==> src/gps_compass_frame_decoder_macros.svh <==
// assertion macros shared by the frame decoder rtl
// no dependencies; clocked on clk, disabled while rst_n is low
`ifndef GPS_COMPASS_FRAME_DECODER_MACROS_SVH
`define GPS_COMPASS_FRAME_DECODER_MACROS_SVH

// same-cycle implication
`define GCFD_ASSERT_NOW(label, ante, cons, msg) \
  label: assert property (@(posedge clk) disable iff (!rst_n) (ante) |-> (cons)) \
    else $error(msg);

// next-cycle implication
`define GCFD_ASSERT_NEXT(label, ante, cons, msg) \
  label: assert property (@(posedge clk) disable iff (!rst_n) (ante) |=> (cons)) \
    else $error(msg);

`endif

==> src/gcfd_pkg.sv <==
// types, constants and decode tables for the gps/compass frame decoder
// used by gcfd_parser, gcfd_emitter and the top level

package gcfd_pkg;

  localparam logic [7:0] HDR_BYTE0 = 8'h55;
  localparam logic [7:0] HDR_BYTE1 = 8'hAA;
  localparam logic [7:0] ID_GPS    = 8'h10;
  localparam logic [7:0] ID_CMP    = 8'h20;

  localparam logic       KIND_GPS = 1'b0;
  localparam logic       KIND_CMP = 1'b1;

  localparam logic [5:0] GPS_MASK_ADDR = 6'd55;
  localparam logic [5:0] CMP_MASK_ADDR = 6'd4;
  localparam logic [4:0] GPS_LAST_IDX  = 5'd16;
  localparam logic [4:0] CMP_LAST_IDX  = 5'd2;
  localparam logic [7:0] FTYPE_2D      = 8'h02;
  localparam logic [7:0] FTYPE_3D      = 8'h03;

  typedef enum logic [2:0] {
    P_HUNT,
    P_HDR1,
    P_ID,
    P_LEN,
    P_PAY,
    P_SUMA,
    P_SUMB
  } phase_t;

  typedef enum logic [2:0] {
    E_IDLE,
    E_MASK_RD,
    E_MASK_CAP,
    E_RD,
    E_CAP,
    E_OUT
  } emit_state_t;

  typedef enum logic [2:0] {
    M_TIME,
    M_LONG,
    M_SHORT,
    M_RAW,
    M_FIX
  } item_mode_t;

  typedef struct packed {
    logic valid;
    logic kind;
  } start_t;

  // first payload byte of an item
  function automatic logic [5:0] item_addr(logic kind, logic [4:0] idx);
    logic [5:0] a;
    a = 6'd0;
    if (kind == KIND_CMP) begin
      a = {idx, 1'b0};
    end else begin
      unique case (idx)
        5'd0, 5'd1, 5'd2, 5'd3, 5'd4, 5'd5: a = 6'd0;
        5'd6:    a = 6'd4;
        5'd7:    a = 6'd8;
        5'd8:    a = 6'd12;
        5'd9:    a = 6'd28;
        5'd10:   a = 6'd32;
        5'd11:   a = 6'd36;
        5'd12:   a = 6'd42;
        5'd13:   a = 6'd44;
        5'd14:   a = 6'd46;
        5'd15:   a = 6'd48;
        5'd16:   a = 6'd50;
        default: a = 6'd0;
      endcase
    end
    return a;
  endfunction

  function automatic item_mode_t item_mode(logic kind, logic [4:0] idx);
    item_mode_t m;
    m = M_SHORT;
    if (kind == KIND_GPS) begin
      unique case (idx)
        5'd0, 5'd1, 5'd2, 5'd3, 5'd4, 5'd5:     m = M_TIME;
        5'd6, 5'd7, 5'd8, 5'd9, 5'd10, 5'd11:   m = M_LONG;
        5'd12, 5'd13, 5'd14:                    m = M_SHORT;
        5'd15:                                  m = M_RAW;
        5'd16:                                  m = M_FIX;
        default:                                m = M_RAW;
      endcase
    end
    return m;
  endfunction

  // index of the last byte fetched for a mode
  function automatic logic [1:0] mode_last_byte(item_mode_t m);
    logic [1:0] n;
    unique case (m)
      M_TIME, M_LONG: n = 2'd3;
      M_SHORT:        n = 2'd1;
      M_FIX:          n = 2'd2;
      M_RAW:          n = 2'd0;
      default:        n = 2'd0;
    endcase
    return n;
  endfunction

  function automatic logic [4:0] time_shift(logic [4:0] idx);
    logic [4:0] s;
    unique case (idx)
      5'd0:    s = 5'd0;
      5'd1:    s = 5'd6;
      5'd2:    s = 5'd12;
      5'd3:    s = 5'd16;
      5'd4:    s = 5'd21;
      5'd5:    s = 5'd25;
      default: s = 5'd0;
    endcase
    return s;
  endfunction

  function automatic logic [6:0] time_mask(logic [4:0] idx);
    logic [6:0] k;
    unique case (idx)
      5'd0, 5'd1: k = 7'b0111111;
      5'd2, 5'd4: k = 7'b0001111;
      5'd3:       k = 7'b0011111;
      5'd5:       k = 7'b1111111;
      default:    k = 7'b0000000;
    endcase
    return k;
  endfunction

  // xor mask for compass words, scrambled from one payload byte
  function automatic logic [7:0] compass_mask(logic [7:0] r);
    logic [7:0] m;
    m = {r[4:1], r[3:0] ^ r[7:4]} ^ {r[0], 3'b000, r[0], 3'b000};
    return m;
  endfunction

endpackage

==> src/gcfd_ram.sv <==
// generic single-write, single-read ram with registered read data
// no package dependencies

module gcfd_ram #(
  parameter int WIDTH = 8,
  parameter int DEPTH = 64,
  localparam int AW = (DEPTH > 1) ? $clog2(DEPTH) : 1
) (
  input  logic             clk,
  input  logic             wr_en,
  input  logic [AW-1:0]    wr_addr,
  input  logic [WIDTH-1:0] wr_data,
  input  logic             rd_en,
  input  logic [AW-1:0]    rd_addr,
  output logic [WIDTH-1:0] rd_data
);

  logic [WIDTH-1:0] mem [DEPTH];
  logic [WIDTH-1:0] rd_data_r;

  always_ff @(posedge clk) begin
    if (wr_en) begin
      mem[wr_addr] <= wr_data;
    end
    if (rd_en) begin
      rd_data_r <= mem[rd_addr];
    end
  end

  assign rd_data = rd_data_r;

endmodule

==> src/gcfd_parser.sv <==
// byte-level frame parser: header hunt, running sums, payload store writes
// depends on gcfd_pkg; drives the write port of gcfd_ram

module gcfd_parser #(
  parameter int PAYLOAD_BYTES = 64,
  localparam int AW = $clog2(PAYLOAD_BYTES)
) (
  input  logic                     clk,
  input  logic                     rst_n,
  input  logic                     byte_take,
  input  logic [7:0]               byte_data,
  output logic                     wr_en,
  output logic [AW-1:0]            wr_addr,
  output logic [7:0]               wr_data,
  output logic [PAYLOAD_BYTES-1:0] fill_vld,
  output gcfd_pkg::start_t         start
);

  import gcfd_pkg::*;

  phase_t     phase_r, phase_nxt;
  logic       kind_r, kind_nxt;
  logic [7:0] len_r, len_nxt;
  logic [7:0] cnt_r, cnt_nxt;
  logic [7:0] sum_a_r, sum_a_nxt;
  logic [7:0] sum_b_r, sum_b_nxt;
  logic [7:0] sum_a_add, sum_b_add;
  logic [7:0] cnt_inc;
  logic [PAYLOAD_BYTES-1:0] fill_vld_r;

  assign sum_a_add = sum_a_r + byte_data;
  assign sum_b_add = sum_b_r + sum_a_add;
  assign cnt_inc   = cnt_r + 8'd1;
  assign wr_addr   = cnt_r[AW-1:0];
  assign wr_data   = byte_data;
  assign fill_vld  = fill_vld_r;

  always_comb begin
    phase_nxt   = phase_r;
    kind_nxt    = kind_r;
    len_nxt     = len_r;
    cnt_nxt     = cnt_r;
    sum_a_nxt   = sum_a_r;
    sum_b_nxt   = sum_b_r;
    wr_en       = 1'b0;
    start.valid = 1'b0;
    start.kind  = kind_r;
    if (byte_take) begin
      unique case (phase_r)
        P_HUNT: begin
          phase_nxt = (byte_data == HDR_BYTE0) ? P_HDR1 : P_HUNT;
        end
        P_HDR1: begin
          if (byte_data == HDR_BYTE1) begin
            sum_a_nxt = 8'd0;
            sum_b_nxt = 8'd0;
            phase_nxt = P_ID;
          end else begin
            phase_nxt = P_HUNT;
          end
        end
        P_ID: begin
          if (byte_data == ID_GPS || byte_data == ID_CMP) begin
            kind_nxt  = (byte_data == ID_CMP) ? KIND_CMP : KIND_GPS;
            sum_a_nxt = sum_a_add;
            sum_b_nxt = sum_b_add;
            phase_nxt = P_LEN;
          end else begin
            phase_nxt = P_HUNT;
          end
        end
        P_LEN: begin
          len_nxt   = byte_data;
          cnt_nxt   = 8'd0;
          sum_a_nxt = sum_a_add;
          sum_b_nxt = sum_b_add;
          phase_nxt = P_PAY;
        end
        P_PAY: begin
          // bytes beyond the store are summed but not kept
          wr_en     = ({1'b0, cnt_r} < 9'(PAYLOAD_BYTES));
          cnt_nxt   = cnt_inc;
          sum_a_nxt = sum_a_add;
          sum_b_nxt = sum_b_add;
          if (cnt_inc >= len_r) begin
            phase_nxt = P_SUMA;
          end
        end
        P_SUMA: begin
          phase_nxt = (byte_data == sum_a_r) ? P_SUMB : P_HUNT;
        end
        P_SUMB: begin
          phase_nxt   = P_HUNT;
          start.valid = (byte_data == sum_b_r);
        end
        default: begin
          phase_nxt = P_HUNT;
        end
      endcase
    end
  end

  always_ff @(posedge clk) begin
    if (!rst_n) begin
      phase_r    <= P_HUNT;
      kind_r     <= KIND_GPS;
      len_r      <= 8'd0;
      cnt_r      <= 8'd0;
      sum_a_r    <= 8'd0;
      sum_b_r    <= 8'd0;
      fill_vld_r <= '0;
    end else begin
      phase_r <= phase_nxt;
      kind_r  <= kind_nxt;
      len_r   <= len_nxt;
      cnt_r   <= cnt_nxt;
      sum_a_r <= sum_a_nxt;
      sum_b_r <= sum_b_nxt;
      if (wr_en) begin
        fill_vld_r[wr_addr] <= 1'b1;
      end
    end
  end

endmodule

==> src/gcfd_emitter.sv <==
// result sequencer: reads the payload store one byte at a time through a
// shared byte assembler and decodes one word per item; depends on gcfd_pkg

module gcfd_emitter #(
  parameter int PAYLOAD_BYTES = 64,
  localparam int AW = $clog2(PAYLOAD_BYTES)
) (
  input  logic                     clk,
  input  logic                     rst_n,
  input  gcfd_pkg::start_t         start,
  input  logic [PAYLOAD_BYTES-1:0] fill_vld,
  output logic                     rd_en,
  output logic [AW-1:0]            rd_addr,
  input  logic [7:0]               rd_data,
  output logic                     busy,
  output logic                     out_valid,
  input  logic                     out_ready,
  output logic                     out_kind,
  output logic [4:0]               out_index,
  output logic [31:0]              out_value,
  output logic                     out_last
);

  import gcfd_pkg::*;

  emit_state_t     state_r, state_nxt;
  logic            kind_r, kind_nxt;
  logic [4:0]      item_r, item_nxt;
  logic [1:0]      bsel_r, bsel_nxt;
  logic [7:0]      mask_r, mask_nxt;
  logic [3:0][7:0] acc_r, acc_nxt;
  logic            rd_vld_r;
  logic            ov_r, ov_nxt;
  logic            ok_r, ok_nxt;
  logic [4:0]      oi_r, oi_nxt;
  logic [31:0]     oval_r, oval_nxt;
  logic            ol_r, ol_nxt;

  item_mode_t  mode;
  logic [5:0]  base;
  logic [5:0]  addr6;
  logic [7:0]  rd_byte;
  logic [31:0] word;
  logic [31:0] value;
  logic [7:0]  ftype, fflags;
  logic [1:0]  fix;
  logic        last;
  logic        out_free;

  assign mode     = item_mode(kind_r, item_r);
  assign base     = item_addr(kind_r, item_r);
  assign rd_byte  = rd_vld_r ? rd_data : 8'h00;
  assign word     = acc_r ^ {4{mask_r}};
  assign ftype    = acc_r[0] ^ mask_r;
  assign fflags   = acc_r[2] ^ mask_r;
  assign last     = (kind_r == KIND_CMP) ? (item_r == CMP_LAST_IDX) : (item_r == GPS_LAST_IDX);
  assign out_free = !ov_r || out_ready;

  always_comb begin
    if (ftype == FTYPE_2D) begin
      fix = 2'd1;
    end else if (ftype == FTYPE_3D) begin
      fix = 2'd2;
    end else begin
      fix = 2'd0;
    end
    if (fix != 2'd0 && fflags[1]) begin
      fix = 2'd3;
    end
  end

  always_comb begin
    case (mode)
      M_TIME:  value = (word >> time_shift(item_r)) & {25'd0, time_mask(item_r)};
      M_LONG:  value = word;
      M_SHORT: value = {{16{word[15]}}, word[15:0]};
      M_RAW:   value = {24'd0, acc_r[0]};
      M_FIX:   value = {30'd0, fix};
      default: value = 32'd0;
    endcase
  end

  always_comb begin
    state_nxt = state_r;
    kind_nxt  = kind_r;
    item_nxt  = item_r;
    bsel_nxt  = bsel_r;
    mask_nxt  = mask_r;
    acc_nxt   = acc_r;
    ok_nxt    = ok_r;
    oi_nxt    = oi_r;
    oval_nxt  = oval_r;
    ol_nxt    = ol_r;
    ov_nxt    = ov_r && !out_ready;
    rd_en     = 1'b0;
    addr6     = base + {4'd0, bsel_r};
    unique case (state_r)
      E_IDLE: begin
        if (start.valid) begin
          kind_nxt  = start.kind;
          item_nxt  = 5'd0;
          state_nxt = E_MASK_RD;
        end
      end
      E_MASK_RD: begin
        rd_en     = 1'b1;
        addr6     = (kind_r == KIND_CMP) ? CMP_MASK_ADDR : GPS_MASK_ADDR;
        state_nxt = E_MASK_CAP;
      end
      E_MASK_CAP: begin
        mask_nxt  = (kind_r == KIND_CMP) ? compass_mask(rd_byte) : rd_byte;
        bsel_nxt  = 2'd0;
        state_nxt = E_RD;
      end
      E_RD: begin
        rd_en     = 1'b1;
        state_nxt = E_CAP;
      end
      E_CAP: begin
        acc_nxt[bsel_r] = rd_byte;
        if (bsel_r == mode_last_byte(mode)) begin
          state_nxt = E_OUT;
        end else begin
          bsel_nxt  = bsel_r + 2'd1;
          state_nxt = E_RD;
        end
      end
      E_OUT: begin
        if (out_free) begin
          ov_nxt    = 1'b1;
          ok_nxt    = kind_r;
          oi_nxt    = item_r;
          oval_nxt  = value;
          ol_nxt    = last;
          item_nxt  = item_r + 5'd1;
          bsel_nxt  = 2'd0;
          state_nxt = last ? E_IDLE : E_RD;
        end
      end
      default: begin
        state_nxt = E_IDLE;
      end
    endcase
  end

  assign rd_addr = AW'(addr6);

  always_ff @(posedge clk) begin
    if (!rst_n) begin
      state_r <= E_IDLE;
      ov_r    <= 1'b0;
    end else begin
      state_r <= state_nxt;
      ov_r    <= ov_nxt;
    end
  end

  always_ff @(posedge clk) begin
    kind_r <= kind_nxt;
    item_r <= item_nxt;
    bsel_r <= bsel_nxt;
    mask_r <= mask_nxt;
    acc_r  <= acc_nxt;
    ok_r   <= ok_nxt;
    oi_r   <= oi_nxt;
    oval_r <= oval_nxt;
    ol_r   <= ol_nxt;
    // entries never written since reset read as zero
    if (rd_en) begin
      rd_vld_r <= fill_vld[rd_addr];
    end
  end

  assign busy      = (state_r != E_IDLE);
  assign out_valid = ov_r;
  assign out_kind  = ok_r;
  assign out_index = oi_r;
  assign out_value = oval_r;
  assign out_last  = ol_r;

endmodule

==> src/gps_compass_frame_decoder.sv <==
// channel  | signals                         | role
// in_      | tvalid tready tdata[7:0]        | received bytes
// out_     | tvalid tready tdata tuser tlast | decoded frame words
//
// one byte is taken per cycle while no frame is being decoded
// after a good frame in_tready drops; words come from the single payload
// store read port: a mask byte, then E_RD and E_CAP per byte read and E_OUT
// per word, which waits on a full output register while out_tready is low
// reset clears phase, sums and the store's valid bits
// top level; depends on gcfd_pkg, gcfd_ram, gcfd_parser, gcfd_emitter

`include "gps_compass_frame_decoder_macros.svh"

module gps_compass_frame_decoder #(
  parameter int PAYLOAD_BYTES = 64
) (
  input  logic        clk,
  input  logic        rst_n,
  input  logic        in_tvalid,
  output logic        in_tready,
  input  logic [7:0]  in_tdata,   // [7:0] rx_byte
  output logic        out_tvalid,
  input  logic        out_tready,
  output logic [39:0] out_tdata,  // [4:0] item_index, [36:5] item_value, rest zero
  output logic        out_tuser,  // frame_kind
  output logic        out_tlast   // last_item
);

  import gcfd_pkg::*;

  localparam int AW = $clog2(PAYLOAD_BYTES);

  logic                     take;
  logic                     wr_en;
  logic [AW-1:0]            wr_addr;
  logic [7:0]               wr_data;
  logic [PAYLOAD_BYTES-1:0] fill_vld;
  start_t                   start;
  logic                     rd_en;
  logic [AW-1:0]            rd_addr;
  logic [7:0]               rd_data;
  logic                     busy;
  logic [4:0]               out_index;
  logic [31:0]              out_value;

  assign in_tready = !busy;
  assign take      = in_tvalid && in_tready;

  gcfd_parser #(.PAYLOAD_BYTES(PAYLOAD_BYTES)) u_parser (
    .clk       (clk),
    .rst_n     (rst_n),
    .byte_take (take),
    .byte_data (in_tdata),
    .wr_en     (wr_en),
    .wr_addr   (wr_addr),
    .wr_data   (wr_data),
    .fill_vld  (fill_vld),
    .start     (start)
  );

  gcfd_ram #(.WIDTH(8), .DEPTH(PAYLOAD_BYTES)) u_store (
    .clk     (clk),
    .wr_en   (wr_en),
    .wr_addr (wr_addr),
    .wr_data (wr_data),
    .rd_en   (rd_en),
    .rd_addr (rd_addr),
    .rd_data (rd_data)
  );

  gcfd_emitter #(.PAYLOAD_BYTES(PAYLOAD_BYTES)) u_emitter (
    .clk       (clk),
    .rst_n     (rst_n),
    .start     (start),
    .fill_vld  (fill_vld),
    .rd_en     (rd_en),
    .rd_addr   (rd_addr),
    .rd_data   (rd_data),
    .busy      (busy),
    .out_valid (out_tvalid),
    .out_ready (out_tready),
    .out_kind  (out_tuser),
    .out_index (out_index),
    .out_value (out_value),
    .out_last  (out_tlast)
  );

  assign out_tdata = {3'b000, out_value, out_index};

  // a checked frame stops byte intake on the next cycle
  `GCFD_ASSERT_NEXT(a_start_blocks_input, start.valid, !in_tready, "input open after frame end")

  // the final word carries the last index of its frame kind
  `GCFD_ASSERT_NOW(a_last_index, out_tvalid && out_tlast, (out_tuser == KIND_CMP) ? (out_index == CMP_LAST_IDX) : (out_index == GPS_LAST_IDX), "tlast on wrong index")

  // no payload writes while words are being read back
  `GCFD_ASSERT_NOW(a_no_write_busy, busy, !wr_en && !start.valid, "store written during readout")

endmodule
==> config.mk <==
export PLATFORM = sky130hd
export DESIGN_NAME = gps_compass_frame_decoder
export DESIGN_NICKNAME = d
export VERILOG_FILES = /design/src/gcfd_pkg.sv /design/src/gcfd_ram.sv /design/src/gcfd_parser.sv /design/src/gcfd_emitter.sv /design/src/gps_compass_frame_decoder.sv
export VERILOG_INCLUDE_DIRS = /design/src /design/src/src
export SDC_FILE = /design/constraint.sdc
export NUM_CORES = 1
export LEC_CHECK = 0
export BUFFER_PORTS_ARGS = -buffer_cell sky130_fd_sc_hd__buf_2
export CAP_MARGIN = 10
export CORE_MARGIN = 2
export CORE_UTILIZATION = 36
export CTS_BUF_LIST = sky130_fd_sc_hd__clkbuf_2
export CTS_CLUSTER_SIZE = 12
export DETAILED_ROUTE_END_ITERATION = 8
export GPL_ROUTABILITY_DRIVEN = 1
export GPL_TIMING_DRIVEN = 1
export SYNTH_ARGS = -nofsm -noshare
export SYNTH_HDL_FRONTEND = slang
export SYNTH_HIERARCHICAL = 1
export SYNTH_SLANG_ARGS = --single-unit
==> constraint.sdc <==
create_clock -name clk -period 10 [get_ports clk]
set_input_delay 2 -clock clk [delete_from_list [all_inputs] [get_ports clk]]
set_output_delay 2 -clock clk [all_outputs]
set_load 0.1 [all_outputs]
Yosys cells after proc, flatten, opt, wreduce, memory -nomap -nowiden
Memories as Yosys holds them, arrays and structs flattened. A register that Yosys moved wholly into a read port is not among the register bits.
Cells that the tools add are included.
{ "classes": {"n_lt_le_gt_ge": 7, "n_shift": 1, "n_eq_ne": 36, "n_reduce_logical": 35, "add_sub_neg": 6, "bitwise": 7, "n_mux": 59} }
{ "ops": {"columns": ["operator", "count"], "rows": [
  ["32-bit one-hot mux with 5 select lines", 1],
  ["64-bit bitwise OR", 1],
  ["8-bit 2-to-1 mux", 6],
  ["8-bit one-hot mux with 3 select lines", 2],
  ["3-bit one-hot mux with 6 select lines", 2],
  ["32-bit by 7-bit AND with 32-bit output", 1],
  ["32-bit bitwise mux", 1],
  ["32-bit by 5-bit right shift with 32-bit output", 1],
  ["32-bit XOR", 1],
  ["7-bit one-hot mux with 4 select lines", 1],
  ["5-bit 2-to-1 mux", 5],
  ["5-bit one-hot mux with 5 select lines", 1],
  ["3-bit by 2-bit equality test with 1-bit output, second input constant", 6],
  ["3-bit equality test, second input constant", 6],
  ["2-bit 2-to-1 mux", 9],
  ["3-bit 2-to-1 mux", 6],
  ["6-bit 2-to-1 mux", 3],
  ["8-bit adder", 2],
  ["8-bit demux with 2-bit select", 1],
  ["8-bit by 2-bit equality test with 1-bit output, second input constant", 2],
  ["8-bit equality test", 2],
  ["8-bit one-hot mux with 2 select lines", 1],
  ["8-bit XOR", 2],
  ["6-bit by 7-bit < comparator with 1-bit output, second input constant", 2],
  ["40 further kinds", 86]
]} }
{ "totals": {"register_bits": 192, "word_cells": 176, "n_memories": 3, "output_inout_bits": 44, "romBits": 256, "ram_bits": 512} }
{ "mem_list": {"columns": ["name", "depth", "width", "read_ports", "rd_ports_with_merged_regs", "write_ports", "line", "rtl"], "rows": [
  ["u_store.mem", 64, 8, 1, 1, 1, "gcfd_ram.sv:18", "logic [WIDTH-1:0] mem [DEPTH];"],
  ["(no name shown)", 32, 5, 1, 1, 0, "gcfd_pkg.sv:60", "unique case (idx)"],
  ["(no name shown)", 32, 3, 1, 1, 0, "gcfd_pkg.sv:83", "unique case (idx)"]
]} }

Longest topological paths before layout
Gate-level depths: netlist (run 1).
{ "logic_depth": {"depth_word": 8, "ltp_mapped": 18, "depth_no_buf": 15} }

Cells and area by module
Netlist (run 1), hierarchy kept.
{ "by_module_without_submodules": {"columns": ["mod", "cells_per_inst", "n_inst", "seq_area_each_um2", "area_each_um2"], "rows": [
  ["gcfd_ram", 940, 1, 15615.0, 20246.9],
  ["gcfd_emitter", 686, 1, 2882.8, 6910.4],
  ["gcfd_parser", 554, 1, 2001.9, 4921.0],
  ["gps_compass_frame_decoder", 6, 1, 0.0, 36.3]
]} }

Least setup slack after synthesis (run 1)
OpenSTA, ideal clock, no wires.
{ "synth_timing": {"path_kind": "input -> register", "startpoint": "input port in_tvalid", "endpoint": "register (tool-made name)", "arrival_ns": 6.145, "cell_stages": 14, "n_path_buf": 1, "slack_ns": 3.731, "path_cell_list": "nor2b_1 > clkbuf_1 > nand4b_1 > nor4_1 > nor3_1 > o21a_1 > nor2_1 > mux2_2 > inv_1 > ha_1 > inv_1 > a2111oi_2 > a31oi_1 > o22ai_1"} }
{ "synth_lines": {"columns": ["item", "line", "rtl"], "rows": [
  ["from (decl)", "gps_compass_frame_decoder.sv:19", "input logic in_tvalid,"]
]} }

Worst setup path after layout (run 1)
{ "layout_timing": {"startpoint": "register u_emitter.state_r[0]", "endpoint": "register u_store.rd_data_r[4] (netlist: u_store/rd_data[4]) (read register of u_store.mem), data pin"} }
{ "layout_lines": {"columns": ["item", "line", "rtl"], "rows": [
  ["from (decl)", "gcfd_emitter.sv:26", "emit_state_t state_r, state_nxt;"],
  ["from (signal assigned)", "gcfd_emitter.sv:153", "state_r <= state_nxt;"],
  ["3-bit by 1-bit equality test with 1-bit output", "gcfd_emitter.sv:97", "unique case (state_r)"],
  ["6-bit 2-to-1 mux", "gcfd_emitter.sv:97", null],
  ["via rd_addr[1]", "gps_compass_frame_decoder.sv:40", "logic [AW-1:0] rd_addr;"],
  ["to (decl)", "gcfd_ram.sv:19", "logic [WIDTH-1:0] rd_data_r;"]
]} }
The timed path passes the listed nets, and every way through them passes these cells.
A chain may end at the register's enable or synchronous reset.

==> results of run 1 <==
## metal layers
| metal | GRT usage [%] | vias to the layer above |
|---|---|---|
| li1 | - | 8817 |
| met4 | 6.087 | 0 |
| met3 | 3.831 | 134 |
| met5 | 0 | - |
| met2 | 28.03 | 707 |
| met1 | 22.69 | 9968 |
## final cells by class
type                       instances  area [µm²]
fill                            8266       53370
sequential                       720       20500
tap                             1165        1458
clock buffer                     237        1186
multi-input combinational       1285       10710
antenna                            3       7.507
inverter                          32       120.1
timing repair buffer              86       528.0
clock inverter                    84       494.2
## sequential cells by signal (all words and copies together) (netlist names), 32 cells and up, named ones only
| signal | flops |
|---|---|
| u_emitter/out_value | 32 |
| u_emitter/acc_r | 32 |
| u_store/mem | 512 |
| u_parser/fill_vld | 64 |
## Yosys cell counts (8+ instances only)
library cell  instances
a211oi_1             16
a21boi_0             14
a21o_1               12
a21oi_1              78
a22oi_1              20
and2_1               29
buf_2                35
buf_4                35
buf_6                 9
clkbuf_1             63
dfxtp_1             112
edfxtp_1            608
ha_1                 38
inv_1                31
mux2_2               26
mux2i_1              44
mux4_2              137
nand2_1             106
nand2b_1             18
nand3_1              58
nand3b_1              9
nand4_1              11
nor2_1              173
nor2b_1              67
nor3_1               20
nor3b_1              10
nor4_1                8
o211ai_1             10
o21a_1               38
o21ai_0              69
o21ai_1               8
o221ai_1             13
o22ai_1              16
or3_1                10
xnor2_1              62
xor2_1               16
## path summary, 6_finish.rpt
check | slack [ns] | endpoint | startpoint | cells past startpoint
worst max register to register | 4.77 | u_store/rd_data[4]$_DFFE_PP_ | u_emitter/state_r[0]$_SDFFE_PN0P_ | 10
worst min-delay path | 0.45 | u_emitter/kind_r$_DFFE_PP_ | u_parser/kind_r$_SDFFE_PN0P_ | 0
worst min register to register | 0.45 | u_emitter/kind_r$_DFFE_PP_ | u_parser/kind_r$_SDFFE_PN0P_ | 0
worst max-delay path | 4.77 | u_store/rd_data[4]$_DFFE_PP_ | u_emitter/state_r[0]$_SDFFE_PN0P_ | 10
## cell families (layout without fill, tap and decap cells)
| kind of cell | Yosys count | in the layout | share of synthesized area [%] |
|---|---|---|---|
| XOR/XNOR | 78 | 78 | 2.127 |
| adder cells (fa/ha/maj) | 40 | 40 | 1.605 |
| buffers and inverters | 183 | 439 | 3.004 |
| AND/OR/NAND/NOR | 567 | 567 | 9.105 |
| multiplexers | 207 | 207 | 11.89 |
| other | 1 | 6 | 0.01168 |
| AO/OA/AOI/OAI | 390 | 390 | 8.423 |
| flip-flops | 720 | 720 | 63.83 |
## critical path, stage by stage (launching register included)
cell,delay [ns]
dfxtp_1,0.71
nor3b_2,0.89
nand2_1,0.30
nand2_4,0.29
buf_4,0.61
buf_4,0.63
nand2b_1,0.48
a211oi_1,0.37
nor4_1,0.09
nor3_1,0.33
o32ai_1,0.16
## report_power, final
group	switching, mW	internal, mW	leakage [nW]
combinational	0.0629	0.0187	3.67
sequential	0.00176	3.24	6.39
clock	1.21	0.759	1.22
## per-stage QoR
step           hold slack [ns]  power, mW  area, µm²  worst slack, ns
2_1_floorplan           0.4277      3.362      32120            3.731
3_3_place_gp            0.4404      3.389      33320            3.979
3_5_place_dp            0.4317      3.393      33320            3.853
4_1_cts                 0.4595      5.388      35000            4.739
5_1_grt                 0.4708      5.544      35010            4.364
6_report                0.4488      5.295      35010            4.770
## layout by cell type (no fill, tap or decap), types with 10 or more instances in the layout
cell and instances:
ha_1 38, or3_1 10, a21oi_1 78, a22oi_1 20, nand3_1 58, mux2i_1 44
mux4_2 137, edfxtp_1 608, a21boi_0 14, nor3_1 20, o21ai_0 68, nand2_1 105
inv_1 31, o211ai_1 10, buf_4 33, clkbuf_2 237, nand4_1 11, a211oi_1 16
and2_1 29, clkinv_1 61, mux2_2 26, dfxtp_1 112, buf_2 52, o221ai_1 13
xor2_1 16, nor3b_1 10, o22ai_1 15, nor2b_1 67, nor2_1 171, a21o_1 12
nand2b_1 17, o21a_1 38, xnor2_1 62
==> flow_summary.json, run 1 <==
{
  "wl_per_cell_um": 21.80,
  "wirelength_mm": 78.74,
  "synth_ff_type": "edfxtp_1",
  "post_cts_buffers": 0,
  "nNetsFinal": 2356,
  "ir_drop_v": 0.00009999,
  "setup_viol": 0,
  "wl_met3_mm": 5.027,
  "fmax_mhz": 191.2,
  "wirelength_met1_mm": 33.51,
  "drv_slew": 0,
  "cts_root_buffer": "clkbuf_2",
  "placementRows": 109,
  "grt_max_degree": 107,
  "netlist_area_um2": 32110,
  "yosysTopAreaCell": "edfxtp_1",
  "initial_utilization_pct": 36.34,
  "drv_cap": 0,
  "max_slew_margin_pct": 26.33,
  "io_buffers": 52,
  "skew_ns": 0.1057,
  "yosys.area.top_type_share_pct": 56.85,
  "vias": 19630,
  "finalHoldViolations": 0,
  "yosysWarnings": 6,
  "placed_cells": 3288,
  "cts_max_level": 4,
  "clock_latency_ns": 1.35,
  "grt_pass1_vias": 19740,
  "first_pass_iters": 5,
  "path_clk_slew_ns": 0.11,
  "hp-class": "reg -> reg",
  "syn2layout_area_growth_pct": 9.004,
  "p_per_area_nw_per_um2": 151.3,
  "cts_made_buffers": 179,
  "fin_crit_sh_pct": 52.30,
  "hpwl_mm": 48.38,
  "highest_layer": "met4",
  "tightest_slew_ns": 1.105,
  "rsz0062_at_grt": "no",
  "final_antenna_net_count": 0,
  "cts.hold.buffers_added": 0,
  "num_io_pins": 56,
  "layout-drive-gt1-share_pct": 22.71,
  "crit_arrival_ns": 6.27,
  "seq_area_frac_synth_pct": 63.83,
  "synth-edff-count": 608,
  "critPathLaunchType": "flip-flop",
  "cts_tree": "yes",
  "netlist_instances": 2186,
  "stdcell_count": 3612,
  "antenna_found_initial": 3,
  "cts_buffer_depth": 3,
  "vias_per_cell": 5.434,
  "die_y_um": 302.7,
  "grt_overflow_total": 0,
  "gp_congestion": 0.8502,
  "syn_avg_cell_area_um2": 14.69,
  "drc": 0,
  "finalCriticalPeriod_ns": 5.230,
  "drtIter0Drc": 1504,
  "synthTopCellsByArea": "edfxtp_1, mux4_2, dfxtp_1",
  "grt_first_pass_wirelength_mm": 119.7,
  "crit_type": "reg -> reg",
  "p_leak_nw": 11.27,
  "synth_async_sr_flop_share_pct": 0,
  "grt.total_usage_pct": 17.21,
  "yosysUniqueCellTypes": 98,
  "dieWidth_um": 302.7,
  "wl_met2_mm": 38.35,
  "post-route-util_pct": 39.61,
  "outcome": "completed",
  "ys_ff_latch": 720,
  "crit_fanout": 45,
  "cts.sinks": 720,
  "ctsResizeCount": 0,
  "worstPathRequired_ns": 11.04,
  "setup_tns_ns": 0,
  "core_um2": 88370,
  "crit_path_end_kind": "flip-flop",
  "dieArea_um2": 91610
}
Note: power is estimated with default switching activity, not from simulation.
==> run 2, diff against run 1 <==
==> constraint.sdc (replaced) <==
create_clock -name clk -period 4.2 [get_ports clk]
set_input_delay 0.84 -clock clk [delete_from_list [all_inputs] [get_ports clk]]
set_output_delay 0.84 -clock clk [all_outputs]
set_load 0.1 [all_outputs]
==> flow_summary.json, run 2 (synthesis results as in run 1) <==
{
  "cts_made_buffers": 181,
  "intPower_mw": 9.649,
  "post-route-util_pct": 40.83,
  "antenna_found_initial": 1,
  "power_mw": 12.74,
  "outcome": "completed",
  "syn2layout_area_growth_pct": 12.35,
  "hp-class": "in -> reg",
  "grt_pass1_vias": 20420,
  "grt_overflow_total": 0,
  "critPathLaunchType": "flip-flop",
  "max_slew_margin_pct": 24.83,
  "crit_type": "reg -> reg",
  "cts_buffer_depth": 3,
  "max_stage_delay_ns": 0.69,
  "die_y_um": 302.7,
  "num_io_pins": 56,
  "hpwl_mm": 52.35,
  "dpl_worst_slack_ns": 0.4101,
  "seq_power_share_pct": 60.6,
  "grt_max_degree": 69,
  "wl_per_cell_um": 21.49,
  "swShare_pct": 24.26,
  "ir_drop_v": 0.0002587,
  "layout-drive-gt1-share_pct": 26.82,
  "final_common_cell": "edfxtp_1",
  "largest_reg_flops": 512,
  "drv_cap": 0,
  "rsz0062_at_grt": "no",
  "finalCriticalPeriod_ns": 3.698,
  "drc": 0,
  "gp_congestion": 0.8660,
  "first_pass_iters": 5,
  "drv_slew": 0,
  "path_clk_slew_ns": 0.12,
  "wirelength_mm": 80.36,
  "final_antenna_net_count": 0,
  "skew_ns": 0.1525,
  "final_cell_mix": "edfxtp_1, clkbuf_2, nor2_1",
  "clock_latency_ns": 1.46,
  "worstPathRequired_ns": 5.40,
  "cts_root_buffer": "clkbuf_2",
  "initial_utilization_pct": 36.34,
  "crit_fanout": 45,
  "dieWidth_um": 302.7,
  "io_buffers": 52,
  "cts_max_level": 4,
  "crit_slowest_cell": "a2111oi_0",
  "finalHoldViolations": 0,
  "crit_path_end_kind": "flip-flop",
  "setup_tns_ns": 0,
  "fin_crit_sh_pct": 88.06,
  "stdcell_count": 3740,
  "clock_power_share_pct": 37.8,
  "tightest_slew_ns": 1.128,
  "crit_chain": "mux2_2, ha_1, nand2_1, nand2_4, buf_12, mux4_2, nor2b_1, a2111oi_0, buf_4, o41ai_1",
  "setup_viol": 0,
  "fin_ws_ns": 0.5015,
  "cts.sinks": 720,
  "regMostFlops": "u_store/mem",
  "placed_cells": 3398,
  "crit_arrival_ns": 4.90,
  "nNetsFinal": 2480,
  "p_switching_mw": 3.091,
  "grt.total_usage_pct": 17.63,
  "combPwrFrac_pct": 1.6,
  "vias_per_cell": 5.395,
  "drtIter0Drc": 1763,
  "fmax_mhz": 270.4,
  "vias": 20180,
  "p_leak_nw": 11.99,
  "cts_tree": "yes",
  "p_per_area_nw_per_um2": 353.1,
  "placementRows": 109,
  "grt_first_pass_wirelength_mm": 122.5,
  "dieArea_um2": 91610,
  "core_um2": 88370
}
[run 2: cell count changes in the layout (fill, tap and decap cells not counted), moves of 6 or more]
| cell | before | now |
|---|---|---|
| buf_12 | 1 | 7 |
| buf_4 | 33 | 137 |
| clkbuf_2 | 237 | 250 |
| clkinv_1 | 61 | 43 |
| clkinv_2 | 9 | 20 |
| dlygate4sd3_1 | 0 | 12 |
[run 2: worst paths after layout]
path | from | cells past startpoint | slack [ns] | end
max reg2reg | u_emitter/item_r[0]$_DFFE_PN_ | 10 | 0.50 | u_store/rd_data[5]$_DFFE_PP_
min | out_tready | 4 | 0.42 | u_emitter/out_valid$_SDFF_PN0_
max | u_emitter/item_r[0]$_DFFE_PN_ | 10 | 0.50 | u_store/rd_data[5]$_DFFE_PP_
min reg2reg | u_parser/len_r[7]$_SDFFE_PN0P_ | 2 | 0.47 | u_parser/len_r[7]$_SDFFE_PN0P_
[run 2: final cells by class]
type | instances | area [µm²]
multi-input combinational | 1285 | 10710
timing repair buffer | 208 | 1549
clock buffer | 250 | 1251
inverter | 32 | 120.1
sequential | 720 | 20500
fill | 8185 | 52290
antenna | 2 | 5.005
clock inverter | 78 | 486.7
tap | 1165 | 1458
[run 2: repair_timing]
item	in CTS	in global routing
resized for setup	0	0
hold endpoints to repair	243	0
setup buffers	0	0
hold buffers	12	0
[run 2: stage by stage]
stage / cell area [µm²] / hold slack (ns)
2_1_floorplan: 32130 / 0.4277
3_3_place_gp: 34220 / 0.4427
3_5_place_dp: 34220 / 0.4473
4_1_cts: 36080 / 0.2057
5_1_grt: 36080 / 0.3525
6_report: 36080 / 0.4231
[run 2: power groups by stage]
stage	clock network [mW]	logic (mW)	registers [mW]
after floorplan	0	0.129	7.87
after global placement	0	0.194	7.88
after detailed placement	0	0.201	7.88
after CTS	5.02	0.209	7.72
after global routing	5.36	0.228	7.72
final	4.82	0.206	7.72
[run 2: critical path: cells and delay by family (launching register included)]
family | cells | cell delay, ns
fa+ha+maj | 1 | 0.30
buf+inv | 2 | 0.56
mux | 2 | 0.68
compound gates | 2 | 0.76
simple gates | 3 | 0.64
flops | 1 | 0.51
[run 2: routing by layer]
layer	wire [µm]	vias to the layer above	share of wire (%)	track usage, %
met4	2191	0	2.7	7.331
li1	-	9056	-	-
met3	4861	154	6.0	3.280
met2	38840	713	48	28.71
met1	34470	10250	43	23.26
met5	0	-	0	0
==> run 3, diff against run 2 <==
--- a/config.mk
+++ b/config.mk
@@ -15,6 +15,7 @@
 export DETAILED_ROUTE_END_ITERATION = 8
 export GPL_ROUTABILITY_DRIVEN = 1
 export GPL_TIMING_DRIVEN = 1
+export PLACE_DENSITY = 0.6
 export SYNTH_ARGS = -nofsm -noshare
 export SYNTH_HDL_FRONTEND = slang
 export SYNTH_HIERARCHICAL = 1
==> constraint.sdc (replaced) <==
create_clock -name clk -period 4.2 [get_ports clk]
set_input_delay 0.63 -clock clk [delete_from_list [all_inputs] [get_ports clk]]
set_output_delay 0.63 -clock clk [all_outputs]
set_load 0.1 [all_outputs]
==> flow_summary.json, run 3 (synthesis results as in run 1) <==
{
  "gp_congestion": 0.8646,
  "critPathLaunchType": "flip-flop",
  "drv_cap": 0,
  "core_um2": 88370,
  "fmax_mhz": 269.1,
  "grt_pass1_vias": 20710,
  "crit_chain": "mux2_2, ha_1, nand2_1, nand2_4, buf_12, buf_4, mux4_2, mux4_2, nor2_1, o32ai_1",
  "grt-busiest-layer": "met2",
  "drv_slew": 0,
  "antenna_found_initial": 4,
  "grt.total_usage_pct": 17.72,
  "cts_max_level": 4,
  "post-route-util_pct": 40.76,
  "multi_input_area_um2": 10710,
  "max_stage_delay_ns": 0.51,
  "combPwrFrac_pct": 1.6,
  "p_per_area_nw_per_um2": 354.6,
  "max_slew_margin_pct": 34.32,
  "tightest_slew_ns": 0.9838,
  "final_common_cell": "edfxtp_1",
  "intPower_mw": 9.710,
  "crit_path_end_kind": "flip-flop",
  "placementRows": 109,
  "setup_tns_ns": 0,
  "crit_slowest_cell": "edfxtp_1",
  "regMostFlops": "u_store/mem",
  "finalCriticalPeriod_ns": 3.716,
  "cts.hold.buffers_added": 12,
  "rr_startpoint": "u_emitter/item_r[0]$_DFFE_PN_",
  "dieArea_um2": 91610,
  "dieWidth_um": 302.7,
  "path_common_cell": "mux4_2",
  "die_y_um": 302.7,
  "first_pass_iters": 6,
  "p_leak_nw": 11.92,
  "skew_ns": 0.1427,
  "final_antenna_net_count": 0,
  "largest_reg_flops": 512,
  "hp-class": "in -> reg",
  "seq_power_share_pct": 60.4,
  "cts_tree": "yes",
  "worstPathRequired_ns": 5.36,
  "crit_type": "reg -> reg",
  "wirelength_mm": 80.73,
  "placed_cells": 3392,
  "r2r_cells": 10,
  "initial_utilization_pct": 36.34,
  "layout-drive-gt1-share_pct": 26.11,
  "syn2layout_area_growth_pct": 12.16,
  "clock_latency_ns": 1.42,
  "nNetsFinal": 2475,
  "path_clk_slew_ns": 0.11,
  "fillers": 8156,
  "grt_first_pass_wirelength_mm": 123.5,
  "path_delay_family": "multiplexers",
  "finalHoldViolations": 0,
  "p_switching_mw": 3.063,
  "cts_made_buffers": 182,
  "final_cell_mix": "edfxtp_1, clkbuf_2, nor2_1",
  "grt_overflow_total": 0,
  "ir_drop_v": 0.0002485,
  "grt.met2_usage_pct": 28.92,
  "wl_per_cell_um": 21.64,
  "cp-endpoint": "u_store/rd_data[4]$_DFFE_PP_",
  "stdcell_count": 3730,
  "cts.sinks": 720,
  "fin_ws_ns": 0.4844,
  "fin_crit_sh_pct": 88.47,
  "setup_viol": 0,
  "cp.buffers_inverters": 2,
  "clock_power_share_pct": 38.0,
  "io_buffers": 52,
  "cts_root_buffer": "clkbuf_2",
  "startpoint": "u_emitter/item_r[0]$_DFFE_PN_",
  "cp.depth": 10,
  "num_io_pins": 56,
  "met1_usage_pct": 22.81,
  "ff2ff_setup_slack_ns": 0.48,
  "worstReg2RegEnd": "u_store/rd_data[4]$_DFFE_PP_",
  "drtIter0Drc": 1542,
  "cts_buffer_depth": 3,
  "rsz0062_at_grt": "no",
  "hpwl_mm": 52.78,
  "dpl_worst_slack_ns": 0.4230,
  "grt_use_met3_pct": 4.017,
  "vias": 20220,
  "drc": 0,
  "post_cts_buffers": 0,
  "vias_per_cell": 5.421,
  "swShare_pct": 23.98,
  "outcome": "completed",
  "crit_arrival_ns": 4.88,
  "crit_fanout": 30,
  "ctsResizeCount": 0,
  "grt_max_degree": 70,
  "seqCellArea_um2": 20500,
  "power_mw": 12.77
}
==> run 3: cell count changes in the layout (fill, tap and decap cells not counted), sizes merged <==
cell      before  now
clkbuf       250  245
bufinv         3    5
clkinv        68   61
clkinvlp       2    1
inv           37   39
diode          2    7
buf          196  190
==> run 3: how the worst min path moves through the flow <==
stage | from | endpoint | slack (ns) | cells after the start
after floorplan | u_emitter/item_r[2]$_DFFE_PN_ | u_emitter/out_index[2]$_DFFE_PP_ | 0.43 | 0
after global placement | u_parser/fill_vld[41]$_SDFFE_PN0P_ | u_parser/fill_vld[41]$_SDFFE_PN0P_ | 0.44 | 1
after detailed placement | u_parser/fill_vld[45]$_SDFFE_PN0P_ | u_parser/fill_vld[45]$_SDFFE_PN0P_ | 0.45 | 1
after CTS | out_tready | u_emitter/out_valid$_SDFF_PN0_ | 0.02 | 4
after global routing | out_tready | u_emitter/out_valid$_SDFF_PN0_ | 0.11 | 4
final | out_tready | u_emitter/out_valid$_SDFF_PN0_ | 0.20 | 4
==> run 3: final cells by class <==
cell class	count	share of cell area, %
diodes	7	0.04863
clock buffers	245	3.404
multi-input cells	1285	29.74
inverters	32	0.3335
well taps	1165	4.047
flip-flops and latches	720	56.91
repair buffers	202	4.175
clock inverters	74	1.334
==> run 3: metal layers <==
metal / routed length, µm / vias to the layer above
li1: - / 9057
met4: 2641 / 2
met2: 38760 / 730
met3: 5187 / 198
met5: 11 / -
met1: 34120 / 10230
==> run 3: power groups by stage <==
stage / logic (mW) / clock network, mW / registers (mW)
floorplan: 0.129 / 0 / 7.87
global placement: 0.197 / 0 / 7.88
detailed placement: 0.206 / 0 / 7.88
CTS: 0.214 / 5.05 / 7.72
global route: 0.229 / 5.41 / 7.72
finish: 0.209 / 4.85 / 7.72
==> run 3: through the flow <==
step           instance area (µm²)  hold slack (ns)
2_1_floorplan                32130           0.4277
3_3_place_gp                 34170           0.4417
3_5_place_dp                 34170           0.4496
4_1_cts                      36000          0.02010
5_1_grt                      36020           0.1082
6_report                     36020           0.1970
==> run 3: worst register-to-register path: cells and delay by family, from the launching register on <==
kind / cells / cell delay, ns
mux: 3 / 1.12
simple gates: 3 / 0.77
buf+inv: 2 / 0.59
flops: 1 / 0.51
fa+ha+maj: 1 / 0.31
compound gates: 1 / 0.17
